## config.mk

```make
export PLATFORM = sky130hd
export DESIGN_NAME = pixel_blend_unit
export DESIGN_NICKNAME = d
export VERILOG_FILES = /design/src/design/pbu_pkg.sv /design/src/design/pixel_blend_unit.sv
export SDC_FILE = /design/constraint.sdc
export NUM_CORES = 1
export LEC_CHECK = 0
export ABC_CLOCK_PERIOD_IN_PS = 15510
export BUFFER_PORTS_ARGS = -buffer_cell sky130_fd_sc_hd__buf_2
export CAP_MARGIN = 20
export CORE_ASPECT_RATIO = 2
export CORE_UTILIZATION = 55
export DETAILED_ROUTE_END_ITERATION = 12
export GPL_TIMING_DRIVEN = 1
export PLACE_DENSITY = 0.75
export RECOVER_POWER = 100
export SETUP_SLACK_MARGIN = 0.2
export SLEW_MARGIN = 20
export SYNTH_ARGS = -nofsm -noshare
export SYNTH_HDL_FRONTEND = slang
export SYNTH_SLANG_ARGS = --single-unit
```

## constraint.sdc

```tcl
create_clock -name clk -period 15.51 [get_ports clk]
set_clock_uncertainty 0.2 [all_clocks]
set_input_delay 2.3265 -clock clk [delete_from_list [all_inputs] [get_ports clk]]
set_output_delay 2.3265 -clock clk [all_outputs]
set_load 0.02 [all_outputs]
```

## src/design/pbu_pkg.sv

```systemverilog
// Shared types and constants for the pixel blend unit.
package pbu_pkg;

	// Number of colour channels in one pixel
	localparam int unsigned CH_COUNT = 3;
	// Width of one colour channel
	localparam int unsigned CH_W     = 8;
	// Width of a doubled 8x8 product
	localparam int unsigned PROD_W   = 2 * CH_W + 1;
	// Width of the divide-by-255 estimate
	localparam int unsigned QE_W     = PROD_W - CH_W + 1;
	// Width of the remainder after the estimate
	localparam int unsigned REM_W    = PROD_W + 1;
	// Full-scale channel value
	localparam logic [CH_W-1:0] MAXV = 8'd255;

	// Blend selection codes
	typedef enum logic [1:0] {
		MODE_MULTIPLY = 2'd0,
		MODE_SUBTRACT = 2'd1,
		MODE_SCREEN   = 2'd2,
		MODE_OVERLAY  = 2'd3
	} blend_mode_t;

	// Per-channel control that travels down the pipeline
	typedef struct packed {
		logic            inv;   // result is 255 minus the quotient
		logic            sub;   // result is the clamped difference
		logic [CH_W-1:0] diff;  // clamped difference for subtract
	} ch_ctrl_t;

endpackage

```

## src/design/pixel_blend_unit.sv

```systemverilog
// Throughput: one pixel per cycle while out_stall is low; each stage holds only while the stage after it
// is full and blocked, so bubbles are squeezed out during an output stall.
// Stages: operand select, 8x8 multiply, divide-by-255 estimate, correction and output.
// Reset clears all stage valid bits and sets blend_mode to multiply.
module pixel_blend_unit
	import pbu_pkg::*;
(
	input  logic            clk,
	input  logic            arst_n,
	input  logic            cfg_we,
	input  logic [1:0]      cfg_data,
	input  logic            in_valid,
	output logic            in_stall,
	input  logic [CH_W-1:0] top_red,
	input  logic [CH_W-1:0] top_green,
	input  logic [CH_W-1:0] top_blue,
	input  logic [CH_W-1:0] bottom_red,
	input  logic [CH_W-1:0] bottom_green,
	input  logic [CH_W-1:0] bottom_blue,
	output logic            out_valid,
	input  logic            out_stall,
	output logic [CH_W-1:0] out_red,
	output logic [CH_W-1:0] out_green,
	output logic [CH_W-1:0] out_blue
);

	blend_mode_t blend_mode_q;

	logic [CH_COUNT-1:0][CH_W-1:0] a_in, b_in;
	logic [CH_COUNT-1:0][CH_W-1:0] x_nx, y_nx;
	logic [CH_COUNT-1:0]           dbl_nx;
	ch_ctrl_t [CH_COUNT-1:0]       ctrl_nx;

	logic                          valid_s1, valid_s2, valid_s3, valid_s4;
	logic                          rdy1, rdy2, rdy3, rdy4;

	logic [CH_COUNT-1:0][CH_W-1:0]   x_s1, y_s1;
	logic [CH_COUNT-1:0]             dbl_s1;
	ch_ctrl_t [CH_COUNT-1:0]         ctrl_s1;
	logic [CH_COUNT-1:0][PROD_W-1:0] p_s2;
	ch_ctrl_t [CH_COUNT-1:0]         ctrl_s2;
	logic [CH_COUNT-1:0][PROD_W-1:0] p_s3;
	logic [CH_COUNT-1:0][QE_W-1:0]   qe_s3;
	ch_ctrl_t [CH_COUNT-1:0]         ctrl_s3;
	logic [CH_COUNT-1:0][CH_W-1:0]   res_s4;

	logic [CH_COUNT-1:0][2*CH_W-1:0] prod_nx;
	logic [CH_COUNT-1:0][REM_W-1:0]  qe_sum;
	logic [CH_COUNT-1:0][REM_W-1:0]  rem_nx;
	logic [CH_COUNT-1:0][QE_W-1:0]   q_nx;
	logic [CH_COUNT-1:0][CH_W-1:0]   res_nx;

	// Hold the blend mode register
	always_ff @(posedge clk or negedge arst_n) begin
		if (!arst_n) begin
			blend_mode_q <= MODE_MULTIPLY;
		end else if (cfg_we) begin
			blend_mode_q <= blend_mode_t'(cfg_data);
		end
	end

	// Stage ready chain: a stage advances when empty or when the next one takes its word
	assign rdy4     = !valid_s4 || !out_stall;
	assign rdy3     = !valid_s3 || rdy4;
	assign rdy2     = !valid_s2 || rdy3;
	assign rdy1     = !valid_s1 || rdy2;
	assign in_stall = !rdy1;

	assign a_in = {top_blue, top_green, top_red};
	assign b_in = {bottom_blue, bottom_green, bottom_red};

	// Select operands and flags per channel
	always_comb begin
		for (int c = 0; c < CH_COUNT; c++) begin
			x_nx[c]         = a_in[c];
			y_nx[c]         = b_in[c];
			dbl_nx[c]       = 1'b0;
			ctrl_nx[c].inv  = 1'b0;
			ctrl_nx[c].sub  = 1'b0;
			ctrl_nx[c].diff = (a_in[c] > b_in[c]) ? (a_in[c] - b_in[c]) : '0;
			unique case (blend_mode_q)
				MODE_MULTIPLY: begin
					dbl_nx[c] = 1'b0;
				end
				MODE_SUBTRACT: begin
					ctrl_nx[c].sub = 1'b1;
				end
				MODE_SCREEN: begin
					x_nx[c]        = ~a_in[c];
					y_nx[c]        = ~b_in[c];
					ctrl_nx[c].inv = 1'b1;
				end
				MODE_OVERLAY: begin
					dbl_nx[c] = 1'b1;
					if (a_in[c][CH_W-1]) begin
						x_nx[c]        = ~a_in[c];
						y_nx[c]        = ~b_in[c];
						ctrl_nx[c].inv = 1'b1;
					end
				end
				default: begin
					dbl_nx[c] = 1'b0;
				end
			endcase
		end
	end

	// Multiply, estimate the quotient, then correct it and apply the final flip or select the clamped difference
	always_comb begin
		for (int c = 0; c < CH_COUNT; c++) begin
			prod_nx[c] = x_s1[c] * y_s1[c];
			qe_sum[c]  = {1'b0, p_s2[c]}
				+ {{(REM_W-PROD_W+CH_W){1'b0}}, p_s2[c][PROD_W-1:CH_W]};
			rem_nx[c]  = {1'b0, p_s3[c]}
				- (({{(REM_W-QE_W){1'b0}}, qe_s3[c]} << CH_W)
				- {{(REM_W-QE_W){1'b0}}, qe_s3[c]});
			q_nx[c]    = qe_s3[c] + {{(QE_W-1){1'b0}},
				(rem_nx[c] >= {{(REM_W-CH_W){1'b0}}, MAXV})};
			if (ctrl_s3[c].sub) begin
				res_nx[c] = ctrl_s3[c].diff;
			end else if (ctrl_s3[c].inv) begin
				res_nx[c] = MAXV - q_nx[c][CH_W-1:0];
			end else begin
				res_nx[c] = q_nx[c][CH_W-1:0];
			end
		end
	end

	// Advance valid bits
	always_ff @(posedge clk or negedge arst_n) begin
		if (!arst_n) begin
			valid_s1 <= 1'b0;
			valid_s2 <= 1'b0;
			valid_s3 <= 1'b0;
			valid_s4 <= 1'b0;
		end else begin
			if (rdy1) valid_s1 <= in_valid;
			if (rdy2) valid_s2 <= valid_s1;
			if (rdy3) valid_s3 <= valid_s2;
			if (rdy4) valid_s4 <= valid_s3;
		end
	end

	// Advance payload; hold each stage while it is blocked
	always_ff @(posedge clk) begin
		if (rdy1 && in_valid) begin
			x_s1    <= x_nx;
			y_s1    <= y_nx;
			dbl_s1  <= dbl_nx;
			ctrl_s1 <= ctrl_nx;
		end
		if (rdy2 && valid_s1) begin
			for (int c = 0; c < CH_COUNT; c++) begin
				p_s2[c] <= dbl_s1[c] ? {prod_nx[c], 1'b0} : {1'b0, prod_nx[c]};
			end
			ctrl_s2 <= ctrl_s1;
		end
		if (rdy3 && valid_s2) begin
			for (int c = 0; c < CH_COUNT; c++) begin
				qe_s3[c] <= qe_sum[c][REM_W-1:CH_W];
			end
			p_s3    <= p_s2;
			ctrl_s3 <= ctrl_s2;
		end
		if (rdy4 && valid_s3) begin
			res_s4 <= res_nx;
		end
	end

	assign out_valid = valid_s4;
	assign out_red   = res_s4[0];
	assign out_green = res_s4[1];
	assign out_blue  = res_s4[2];

	// The input is only stalled while the first stage holds a word
	a_stall_needs_s1: assert property (@(posedge clk) disable iff (!arst_n)
		in_stall |-> valid_s1)
		else $error("input stalled with empty first stage");

	// An accepted word lands in the first stage
	a_accept_fills_s1: assert property (@(posedge clk) disable iff (!arst_n)
		in_valid && !in_stall |=> valid_s1)
		else $error("accepted word lost at first stage");

	// A blocked third stage keeps its estimate
	a_s3_holds: assert property (@(posedge clk) disable iff (!arst_n)
		valid_s3 && !rdy3 |=> valid_s3 && $stable(qe_s3) && $stable(p_s3))
		else $error("blocked third stage changed");

	// The correction step never pushes a non-subtract quotient past full scale
	a_q_range: assert property (@(posedge clk) disable iff (!arst_n)
		valid_s3 && !ctrl_s3[0].sub |-> q_nx[0] <= {{(QE_W-CH_W){1'b0}}, MAXV})
		else $error("quotient out of range");

endmodule
```

# Word level (Yosys, flattened, before mapping)
# Cells that the tools add are included.
# Widths: inputs -> output; s select.
# totals
latch_bits	0
out_inout_bits	26
in_bits	55
mem_bits_rw	0
reg_bits	295
n_memories	0
mem_bits_ro	0
# classes
reduce_logical	14
shift	0
div	0
mul	3
addsub	18
mux	29
eq_ne	3
magnitude_cmp	6
bitwise	6
# op_table
cell	count
$mux 8	12
$pmux 8 s2	6
$add 17x9->18	3
$ge 18x8->1 const B	3
$sub 17x18->18	3
$sub 18x10->18	3
$mul 8x8->16	3
$mux 16	3
$not 8->8	6
$add 8x1->8	3
$gt 8x8->1	3
$sub 8x8->8	3
$sub 8x8->8 const A	3
$logic_not 1->1	6
$pmux 1 s2	3
$mux 1	5
$eq 2x2->1 const B	2
$logic_and 1x1->1	4
$logic_or 1x1->1	4
$eq 2x1->1 const B	1

# Longest topological paths before layout
# Gate-level depths: netlist of the first run.
# depth
depth_word	7
mapped_depth	18

# Worst setup path after synthesis of the first run
# OpenSTA, ideal clock, no wires.
# synth_path
path_type	input port to flip-flop
startpoint	in out_stall
endpoint	reg ctrl_s3[0] in the netlist's numbering, enable pin
setup_time_ps	591
cell_stages	2
slack_ps	7366
n_path_buf	0
required_ps	14719
arrival_ps	7353
path_cell_list	and3_1 -> nor2b_1
# synth_via
elab_chain_cells	4
# synth_lines
item	line_no	text
start: declaration	pixel_blend_unit.sv:21	input logic out_stall,
$logic_not 1->1	pixel_blend_unit.sv:63	assign rdy4 = !valid_s4 || !out_stall;
$logic_or 1x1->1	pixel_blend_unit.sv:63	
$logic_or 1x1->1	pixel_blend_unit.sv:64	assign rdy3 = !valid_s3 || rdy4;
$logic_and 1x1->1	pixel_blend_unit.sv:158	if (rdy3 && valid_s2) begin
end signal: assignment	pixel_blend_unit.sv:163	ctrl_s3 <= ctrl_s2;
end: declaration	pixel_blend_unit.sv:44	ch_ctrl_t [CH_COUNT-1:0] ctrl_s3;
# Every way passes these cells.
# A chain may end at the register's enable or synchronous reset.

# Worst setup path in the final report of the first run
# layout_path
startpoint	in out_stall
endpoint	reg p_s3[37] in the netlist's numbering, enable pin
# layout_via
elab_chain_cells	4
# layout_lines
item	line_no	text
$logic_not 1->1	pixel_blend_unit.sv:63	
$logic_or 1x1->1	pixel_blend_unit.sv:63	
$logic_or 1x1->1	pixel_blend_unit.sv:64	
$logic_and 1x1->1	pixel_blend_unit.sv:158	
end signal: assignment	pixel_blend_unit.sv:162	p_s3 <= p_s2;
end: declaration	pixel_blend_unit.sv:42	logic [CH_COUNT-1:0][PROD_W-1:0] p_s3;
# Every way passes these cells.

==> impl_metrics.py, run 1 <==
metrics = {
    "status": {
        "status": "complete, but fails checks",
        "violations": "max-capacitance violations, max-slew violations",
    },
    "power": {
        "internal_power_mw": 2.94,
        "seqPwrFrac_pct": 27.3,
        "cellLeakagePower_nw": 10.6,
        "comb_power_share_pct": 59.6,
        "p_clk_share_pct": 13.1,
        "powerDensity_nw_per_um2": 210,
        "p_sw_share_pct": 41.8,
        "power.net_switching_mw": 2.11,
        "vdd_drop_max_mv": 0.107,
    },
    "worst_hold_path": {
        "min_to": "ctrl_s3[23]",
        "hp-start": "ctrl_s2[23]",
        "min_path_cells": 0,
        "hold_path_class": "flop to flop",
    },
    "synthesis": {
        "synthesis.nets": 2494,
        "synth_warnings": 0,
        "ys_ff_latch": 295,
        "ys_types": 82,
        "async_reset_ff_share_pct": 2.03,
        "synth_edf_count": 289,
        "yosys-top-cells-area": "edfxtp_1 39%, ha_1 14%, fa_1 10%, xnor2_1 5.7%, inv_1 5.1%",
        "syn-mean-instance-area_um2": 10.8,
        "yosysSeqAreaShare_pct": 39.6,
        "synth_ff_type": "edfxtp_1",
        "syn_area_um2": 22300,
        "syn_inst": 2067,
        "synth_top_area_share_pct": 38.9,
        "synth_area_leader_cell": "edfxtp_1",
    },
    "detailed_routing": {
        "finalWirelength_um": 42400,
        "post_drt_wl_per_cell_um": 15.7,
        "drt_iter0_drc": 393,
        "vias_per_cell": 5.45,
        "vias": 14700,
        "first_pass_iters": 5,
        "drc": 0,
        "detail-route-antenna-nets": 0,
    },
    "worst_setup_path": {
        "regToRegEndpoint": "p_s3[37]",
        "cp_top_family": "buffers and inverters",
        "max_stage_delay_ps": 2730,
        "crit_top_cell": "clkbuf_1",
        "slowest_stage": "clkbuf_1",
        "critPathCaptureType": "flop",
        "critical_path_class": "input pin to flop",
        "worstPathMaxFanout": 75,
        "regToRegSetupSlack_ps": 9260,
        "cp.required_ps": 15390,
        "worstPathArrival_ps": 7600,
        "r2r-start": "out_valid",
        "rr_worst_depth": 3,
        "crit_path_start_kind": "input pin",
        "crit_chain": "clkbuf_1, and3_1, nor2b_1, clkbuf_1",
        "crit_buf_inv": 2,
    },
    "sta": {
        "slew_headroom_pct": -194,
        "clock.fmax_mhz": 129,
        "maxSlewViolCount": 372,
        "setup_viol_count_final": 0,
        "fin_setup_tns_ps": 0,
        "finalHoldViolations": 0,
        "period_minus_slack_ps": 7730,
        "rsz0062_at_grt": "no",
        "worst_pin_slew_ps": 4400,
        "min_period_over_period_pct": 49.8,
    },
    "cts": {
        "clock_latency_ps": 550,
        "cts.path.max_buffers": 3,
        "cts_sinks": 295,
        "cts-buffers-inserted": 26,
        "cts_tree": "built",
        "root_buffer": "clkbuf_16",
        "ctsHoldBuffers": 0,
        "postCtsSetupBuffers": 0,
        "clk_pin_slew_ps": 70,
        "cts_resized": 0,
        "htreeDepth": 1,
    },
    "die": {
        "start_util_pct": 55.7,
        "core_um2": 40100,
        "rows": 104,
        "die_area_um2": 41400,
        "die_y_um": 287,
        "die_w_um": 144,
        "io_pins": 81,
    },
    "global_route": {
        "grt_pass1_vias": 15500,
        "grt_first_pass_wirelength_um": 70200,
        "track_usage_pct": 21.2,
        "grt_max_degree": 78,
        "overflow": 0,
        "grt_antenna_before_repair": 0,
    },
    "cells_and_area": {
        "layout_common_cells": "303 x inv_1, 289 x edfxtp_1, 255 x ha_1, 198 x nand2_1, 144 x xnor2_1",
        "drive_gt1_share_pct": 6.26,
        "final_common_cell": "inv_1",
        "final_util_pct": 60.1,
        "layout.nets": 2580,
        "synthToLayoutAreaGrowth_pct": 7.88,
        "antennaDiodeCount": 0,
    },
    "place": {
        "routabilityCongestion": 0.905,
        "dpl.hpwl_um": 34700,
        "io_buffers": 80,
    },
    "job": {
        "drv_cap": 8,
    },
}
-- cell families (layout without fill, tap and decap cells) --
| family | Yosys count | after routing | synth area share (%) |
|---|---|---|---|
| AND/OR/NAND/NOR | 572 | 572 | 12.9 |
| adder cells (fa/ha/maj) | 372 | 372 | 24.8 |
| buffers and inverters | 331 | 437 | 5.62 |
| flip-flops | 295 | 295 | 39.6 |
| AO/OA/AOI/OAI | 280 | 280 | 8.17 |
| XOR/XNOR | 173 | 173 | 6.79 |
| multiplexers | 44 | 44 | 2.20 |
-- worst max-delay path by stage --
stage,slack [ps],cells past startpoint,end,start
6_report,7780,4,p_s3[37],out_stall
5_1_grt,7280,4,ctrl_s3[22],out_stall
4_1_cts,9850,5,in_stall,out_stall
2_1_floorplan,7370,2,ctrl_s3[0],out_stall
3_3_place_gp,9910,5,in_stall,out_stall
3_5_place_dp,9850,5,in_stall,out_stall
-- synthesized netlist by cell type, types with 3 or more instances --
cell type  instances
nor3b_1            3
ha_1             255
o22ai_1            9
nand3b_1           3
o21ai_1            9
mux2i_1            7
xor2_1            29
a41oi_1            4
or3_1             13
dfrtp_1            6
inv_1            303
nor4_1             9
a21boi_1           6
edfxtp_1         289
clkbuf_1          21
xnor2_1          144
o211ai_1          15
a21boi_0           3
nor3_1            35
nand2b_1          23
a221o_1            3
buf_2              3
nor2b_1           23
a21o_1            22
mux2_2            35
a31oi_1           10
o21a_1            19
nor2_1            75
nand3_1           25
and3_1            25
and4_1             5
or2_2              4
o21ai_0           69
a21oi_1           71
fa_1             117
a211oi_1           4
a31o_2             3
nand2_1          198
and2_1           104
nand4_1           14
-- cell type report --
class                   instances  area [µm²]
multi-input cells            1441       12200
flip-flops and latches        295        8830
fillers                      3358       16000
clock buffers                  31         691
repair buffers                 85         379
clock inverters                17         183
inverters                     304        1140
well taps                     530         663
-- power by group through the flow --
| stage | registers [mW] | clock network [mW] | logic [mW] |
|---|---|---|---|
| 5_1_grt | 1.40 | 0.700 | 3.40 |
| 6_report | 1.38 | 0.659 | 3.01 |
| 3_3_place_gp | 1.38 | 0 | 2.89 |
| 4_1_cts | 1.37 | 0.673 | 3.03 |
| 3_5_place_dp | 1.39 | 0 | 3.00 |
| 2_1_floorplan | 1.34 | 0 | 2.41 |
-- worst register-to-register path, stage by stage (launching register included) --
cell and delay, ps:
dfrtp_1 400, and3_1 230, nor2b_1 2140, clkbuf_1 2740
-- per-layer routing --
metal  wire length [µm]  global-route usage (%)  up-vias
li1                   -                       -     7257
met2              23500                    41.6      282
met3               1070                    1.77      103
met5                  0                       0        -
met4               1770                    9.68        0
met1              16100                    22.1     7085
-- metrics by stage --
stage | worst slack [ps] | hold slack (ps) | area [µm²] | std cells | total power [mW]
global placement | 9910 | 202 | 23300 | 2655 | 4.27
floorplan | 7370 | 200 | 22300 | 2067 | 3.75
global route | 7280 | 221 | 24100 | 2703 | 5.50
detailed placement | 9850 | 205 | 23300 | 2655 | 4.39
CTS | 9850 | 218 | 24200 | 2703 | 5.08
finish | 7780 | 215 | 24100 | 2703 | 5.05
-- sequential cells by signal, indices dropped and copies added, names as in the netlist, 2 cells and up --
register      cells
out_green         8
ctrl_s3          28
x_s1             24
p_s2             51
out_red           8
p_s3             51
out_blue          8
ctrl_s2          28
qe_s3            30
ctrl_s1          28
blend_mode_q      2
y_s1             24
(Power assumes the default switching activity.)
==> run 2: changes to the inputs <==
--- a/config.mk
+++ b/config.mk
@@ -5,7 +5,7 @@
 export SDC_FILE = /design/constraint.sdc
 export NUM_CORES = 1
 export LEC_CHECK = 0
-export ABC_CLOCK_PERIOD_IN_PS = 15510
+export ABC_CLOCK_PERIOD_IN_PS = 8060
 export BUFFER_PORTS_ARGS = -buffer_cell sky130_fd_sc_hd__buf_2
 export CAP_MARGIN = 20
 export CORE_ASPECT_RATIO = 2
==> constraint.sdc (replaced) <==
create_clock -name clk -period 8.06 [get_ports clk]
set_clock_uncertainty 0.2 [all_clocks]
set_input_delay 1.209 -clock clk [delete_from_list [all_inputs] [get_ports clk]]
set_output_delay 1.209 -clock clk [all_outputs]
set_load 0.02 [all_outputs]
==> impl_metrics.py, run 2 (synthesis results as in run 1) <==
metrics = {
    "cts": {
        "cts-buffers-inserted": 25,
        "ctsHoldBuffers": 0,
        "cts_sinks": 295,
        "cts_tree": "built",
        "cts_resized": 0,
        "postCtsSetupBuffers": 0,
        "clock_latency_ps": 560,
        "htreeDepth": 1,
        "cts.path.max_buffers": 3,
        "clk_pin_slew_ps": 70,
        "root_buffer": "clkbuf_16",
    },
    "power": {
        "p_sw_share_pct": 42.0,
        "cellLeakagePower_nw": 10.6,
        "comb_power_share_pct": 59.7,
        "vdd_drop_max_mv": 0.207,
        "seqPwrFrac_pct": 27.4,
        "powerDensity_nw_per_um2": 404,
        "internal_power_mw": 5.63,
        "power.net_switching_mw": 4.07,
        "p_clk_share_pct": 12.9,
    },
    "worst_setup_path": {
        "slowest_stage": "nor2b_1",
        "r2r-start": "out_valid",
        "crit_buf_inv": 2,
        "cp_top_family": "simple AND/OR/NAND/NOR gates",
        "cp.required_ps": 8010,
        "max_stage_delay_ps": 2290,
        "worstPathMaxFanout": 73,
        "crit_start": "out_stall",
        "critPathCaptureType": "flop",
        "crit_chain": "clkbuf_1, and3_1, nor2b_1, clkbuf_2",
        "worstPathArrival_ps": 5410,
        "crit_path_start_kind": "input pin",
        "critical_path_class": "input pin to flop",
    },
    "detailed_routing": {
        "finalWirelength_um": 43200,
        "vias": 14600,
        "drc": 0,
        "first_pass_iters": 5,
        "drt_iter0_drc": 459,
        "detail-route-antenna-nets": 0,
        "vias_per_cell": 5.40,
        "post_drt_wl_per_cell_um": 16.0,
    },
    "global_route": {
        "overflow": 0,
        "track_usage_pct": 21.7,
        "grt_pass1_vias": 15200,
        "grt_antenna_before_repair": 0,
        "grt_first_pass_wirelength_um": 71500,
        "grt_max_degree": 78,
    },
    "sta": {
        "period_minus_slack_ps": 5450,
        "slew_headroom_pct": -211,
        "clock.fmax_mhz": 183,
        "maxSlewViolCount": 378,
        "setup_viol_count_final": 0,
        "fin_setup_tns_ps": 0,
        "min_period_over_period_pct": 67.7,
        "finalHoldViolations": 0,
        "rsz0062_at_grt": "no",
        "worst_pin_slew_ps": 4670,
    },
    "worst_hold_path": {
        "hold_path_class": "flop to flop",
        "hp-start": "ctrl_s2[16]",
    },
    "cells_and_area": {
        "top_regs": "p_s2 (51), p_s3 (51), qe_s3 (30)",
        "final_util_pct": 60.0,
        "layout_common_cells": "303 x inv_1, 289 x edfxtp_1, 255 x ha_1, 198 x nand2_1, 144 x xnor2_1",
        "layout.nets": 2579,
        "antennaDiodeCount": 0,
        "synthToLayoutAreaGrowth_pct": 7.74,
        "drive_gt1_share_pct": 6.41,
        "final_common_cell": "inv_1",
    },
    "die": {
        "die_y_um": 287,
        "core_um2": 40100,
        "rows": 104,
        "die_area_um2": 41400,
        "io_pins": 81,
        "start_util_pct": 55.7,
        "die_w_um": 144,
    },
    "status": {
        "violations": "max-capacitance violations, max-slew violations",
        "status": "complete, but fails checks",
    },
    "place": {
        "dpl.hpwl_um": 35200,
        "io_buffers": 80,
        "routabilityCongestion": 0.894,
    },
    "job": {
        "drv_cap": 9,
    },
}
## run 2: changes by cell type in the layout (fill, tap and decap cells not counted), sizes merged
cell      change
buf           +3
bufinv        +1
clkbuf        -5
clkinvlp      -1
inv           -1
## run 2: area by class of cell
class | count | area [µm²]
inverters | 304 | 1140
flip-flops and latches | 295 | 8830
repair buffers | 85 | 384
well taps | 530 | 663
fillers | 3384 | 16000
clock buffers | 29 | 641
clock inverters | 16 | 196
multi-input cells | 1441 | 12200
## run 2: stage by stage
stage	instance area [µm²]	setup WS (ps)	total power, mW	hold WS, ps	std cells
after floorplan	22300	1030	7.22	200	2067
after global placement	23300	3040	8.25	204	2655
after detailed placement	23300	2970	8.46	205	2655
after CTS	24200	2970	9.77	217	2700
after global routing	24000	2290	10.6	227	2700
final	24000	2610	9.71	214	2700
## run 2: final timing paths
kind,end,slack [ps],cells past startpoint
hold / removal,ctrl_s3[16],210,0
min in group asynchronous,valid_s2,340,1
setup reg to reg,p_s3[36],2940,3
max in group asynchronous,valid_s1,7070,1
setup / recovery,p_s3[36],2610,4
hold reg to reg,ctrl_s3[16],210,0
## run 2: power groups by stage
stage / logic (mW) / clock network, mW / registers, mW
5_1_grt: 6.59 / 1.33 / 2.70
4_1_cts: 5.85 / 1.28 / 2.65
3_5_place_dp: 5.78 / 0 / 2.68
2_1_floorplan: 4.64 / 0 / 2.58
3_3_place_gp: 5.58 / 0 / 2.67
6_report: 5.80 / 1.26 / 2.65
## run 2: per-layer routing
| metal | vias up | share of wire (%) | GRT usage (%) |
|---|---|---|---|
| li1 | 7251 | - | - |
| met1 | 6998 | 39 | 23.9 |
| met2 | 245 | 56 | 42.6 |
| met3 | 80 | 2.4 | 1.47 |
| met4 | 0 | 3.1 | 7.37 |
| met5 | - | 0 | 0 |
==> run 3: changes to the inputs <==
--- a/config.mk
+++ b/config.mk
@@ -5,14 +5,14 @@
 export SDC_FILE = /design/constraint.sdc
 export NUM_CORES = 1
 export LEC_CHECK = 0
-export ABC_CLOCK_PERIOD_IN_PS = 8060
+export ABC_CLOCK_PERIOD_IN_PS = 4700
 export BUFFER_PORTS_ARGS = -buffer_cell sky130_fd_sc_hd__buf_2
 export CAP_MARGIN = 20
 export CORE_ASPECT_RATIO = 2
 export CORE_UTILIZATION = 55
 export DETAILED_ROUTE_END_ITERATION = 12
 export GPL_TIMING_DRIVEN = 1
-export PLACE_DENSITY = 0.75
+export PLACE_DENSITY = 0.78
 export RECOVER_POWER = 100
 export SETUP_SLACK_MARGIN = 0.2
 export SLEW_MARGIN = 20
==> constraint.sdc (replaced) <==
create_clock -name clk -period 4.7 [get_ports clk]
set_clock_uncertainty 0.2 [all_clocks]
set_input_delay 0.705 -clock clk [delete_from_list [all_inputs] [get_ports clk]]
set_output_delay 0.705 -clock clk [all_outputs]
set_load 0.02 [all_outputs]
==> impl_metrics.py, run 3 (synthesis results as in run 1) <==
metrics = {
    "status": {
        "status": "finished clean",
    },
    "cells_and_area": {
        "final_common_cell": "edfxtp_1",
        "layout.nets": 2701,
        "top_regs": "p_s2 (51), p_s3 (51), qe_s3 (30)",
        "drive_gt1_share_pct": 19.7,
        "antennaDiodeCount": 0,
        "layout_common_cells": "289 x edfxtp_1, 282 x inv_1, 225 x ha_1, 191 x nand2_1, 137 x xnor2_1",
        "synthToLayoutAreaGrowth_pct": 16.7,
        "final_area_um2": 26100,
    },
    "cts": {
        "cts_sinks": 295,
        "cts_tree": "built",
        "cts-buffers-inserted": 26,
        "root_buffer": "clkbuf_16",
        "htreeDepth": 1,
        "clock_latency_ps": 560,
        "clk_pin_slew_ps": 70,
        "cts.path.max_buffers": 3,
    },
    "job": {
        "drv_cap": 0,
    },
    "die": {
        "die_y_um": 287,
        "die_w_um": 144,
        "core_um2": 40100,
        "io_pins": 81,
        "die_area_um2": 41400,
        "start_util_pct": 55.7,
        "rows": 104,
    },
    "worst_setup_path": {
        "worstPathArrival_ps": 4800,
        "crit_path_start_kind": "flop",
        "cp.required_ps": 4800,
        "worstPathMaxFanout": 6,
        "critical_path_class": "flop to flop",
        "crit_start": "x_s1[18]",
        "regToRegEndpoint": "p_s2[47]",
        "regToRegSetupSlack_ps": 3,
        "r2r-start": "x_s1[18]",
        "endpoint": "p_s2[47]",
        "critPathCaptureType": "flop",
        "rr_worst_depth": 15,
    },
    "detailed_routing": {
        "vias": 15500,
        "detail-route-antenna-nets": 0,
        "drc": 0,
        "post_drt_wl_per_cell_um": 17.0,
        "vias_per_cell": 5.50,
        "first_pass_iters": 7,
        "drt_iter0_drc": 590,
        "finalWirelength_um": 48100,
    },
    "power": {
        "powerDensity_nw_per_um2": 739,
        "vdd_drop_max_mv": 0.420,
        "p_total_mw": 19.3,
        "cellLeakagePower_nw": 11.5,
    },
    "place": {
        "dp_slack_ps": -80.0,
        "postPlaceCellArea_um2": 23800,
        "dpl.hpwl_um": 37100,
        "io_buffers": 80,
        "routabilityCongestion": 0.885,
    },
    "worst_hold_path": {
        "hold_path_class": "input pin to flop",
    },
    "sta": {
        "clock.fmax_mhz": 213,
        "rsz0062_at_grt": "yes",
        "setup_viol_count_final": 0,
        "maxSlewViolCount": 0,
        "period_minus_slack_ps": 4700,
        "finalHoldViolations": 0,
        "min_period_over_period_pct": 99.9,
        "worst_pin_slew_ps": 996,
        "slew_headroom_pct": 33.5,
        "fin_ws_ps": 2.85,
    },
    "global_route": {
        "grt_pass1_vias": 16100,
        "grt_antenna_before_repair": 0,
        "overflow": 0,
        "grt_first_pass_wirelength_um": 75300,
        "grt_max_degree": 80,
        "track_usage_pct": 23.2,
    },
}
==> run 3: report_power, final <==
part           internal (mW)  switching (mW)  total (mW)
Sequential              3.98           0.503        4.48
Clock                   1.29           0.982        2.27
Combinational           5.95            6.56        12.5
==> run 3: worst min path at each step <==
stage | start | to | slack (ps) | depth (start not counted)
finish | in_valid | valid_s1 | 160 | 2
global route | in_valid | valid_s1 | 160 | 2
CTS | in_valid | valid_s1 | 130 | 2
detailed placement | ctrl_s2[7] | ctrl_s3[7] | 200 | 0
global placement | ctrl_s2[9] | ctrl_s3[9] | 200 | 0
floorplan | ctrl_s1[0] | ctrl_s2[0] | 200 | 0
==> run 3: worst max-delay path: stages, from the launching register on <==
cell	delay, ps
edfxtp_1	480
and2_4	210
fa_2	360
fa_1	480
inv_1	50
fa_1	450
fa_1	530
inv_2	50
ha_4	210
o21a_1	110
o21a_1	190
o41a_1	350
a41oi_2	220
nand2b_1	130
xor2_1	170
mux2_2	270
==> run 3: repair_timing <==
| action | in CTS | in global routing |
|---|---|---|
| endpoints found under the hold margin | 6 | 0 |
| gates cloned | 0 | 0 |
| hold buffers | 1 | 0 |
| setup endpoints to repair | 35 | 41 |
| pin swaps | 67 | 81 |
| setup buffers | 43 | 26 |
| gates resized for setup | 68 | 119 |
==> run 3: routing by layer <==
layer | global-route usage [%] | vias up | routed length, µm
li1 | - | 7516 | -
met1 | 23.9 | 7504 | 17300
met2 | 45.3 | 368 | 27000
met3 | 1.65 | 136 | 1390
met4 | 12.1 | 0 | 2410
met5 | 0 | - | 0
==> run 3: through the flow <==
step	util [%]	setup TNS, ps	hold WS [ps]	cells
after CTS	63.2	-13.2	134	2798
final	65.0	0	164	2824
after global placement	59.4	-68.7	201	2706
after detailed placement	59.4	-313	205	2706
after global routing	65.0	-1160	162	2824
after floorplan	-	0	200	2067
==> run 3: area by class of cell <==
cell class,instances,area (µm²)
fill,3016,14000
inverter,304,1140
sequential,295,8830
clock inverter,21,246
clock buffer,27,676
multi-input combinational,1441,13100
tap,530,663
timing repair buffer,206,1440
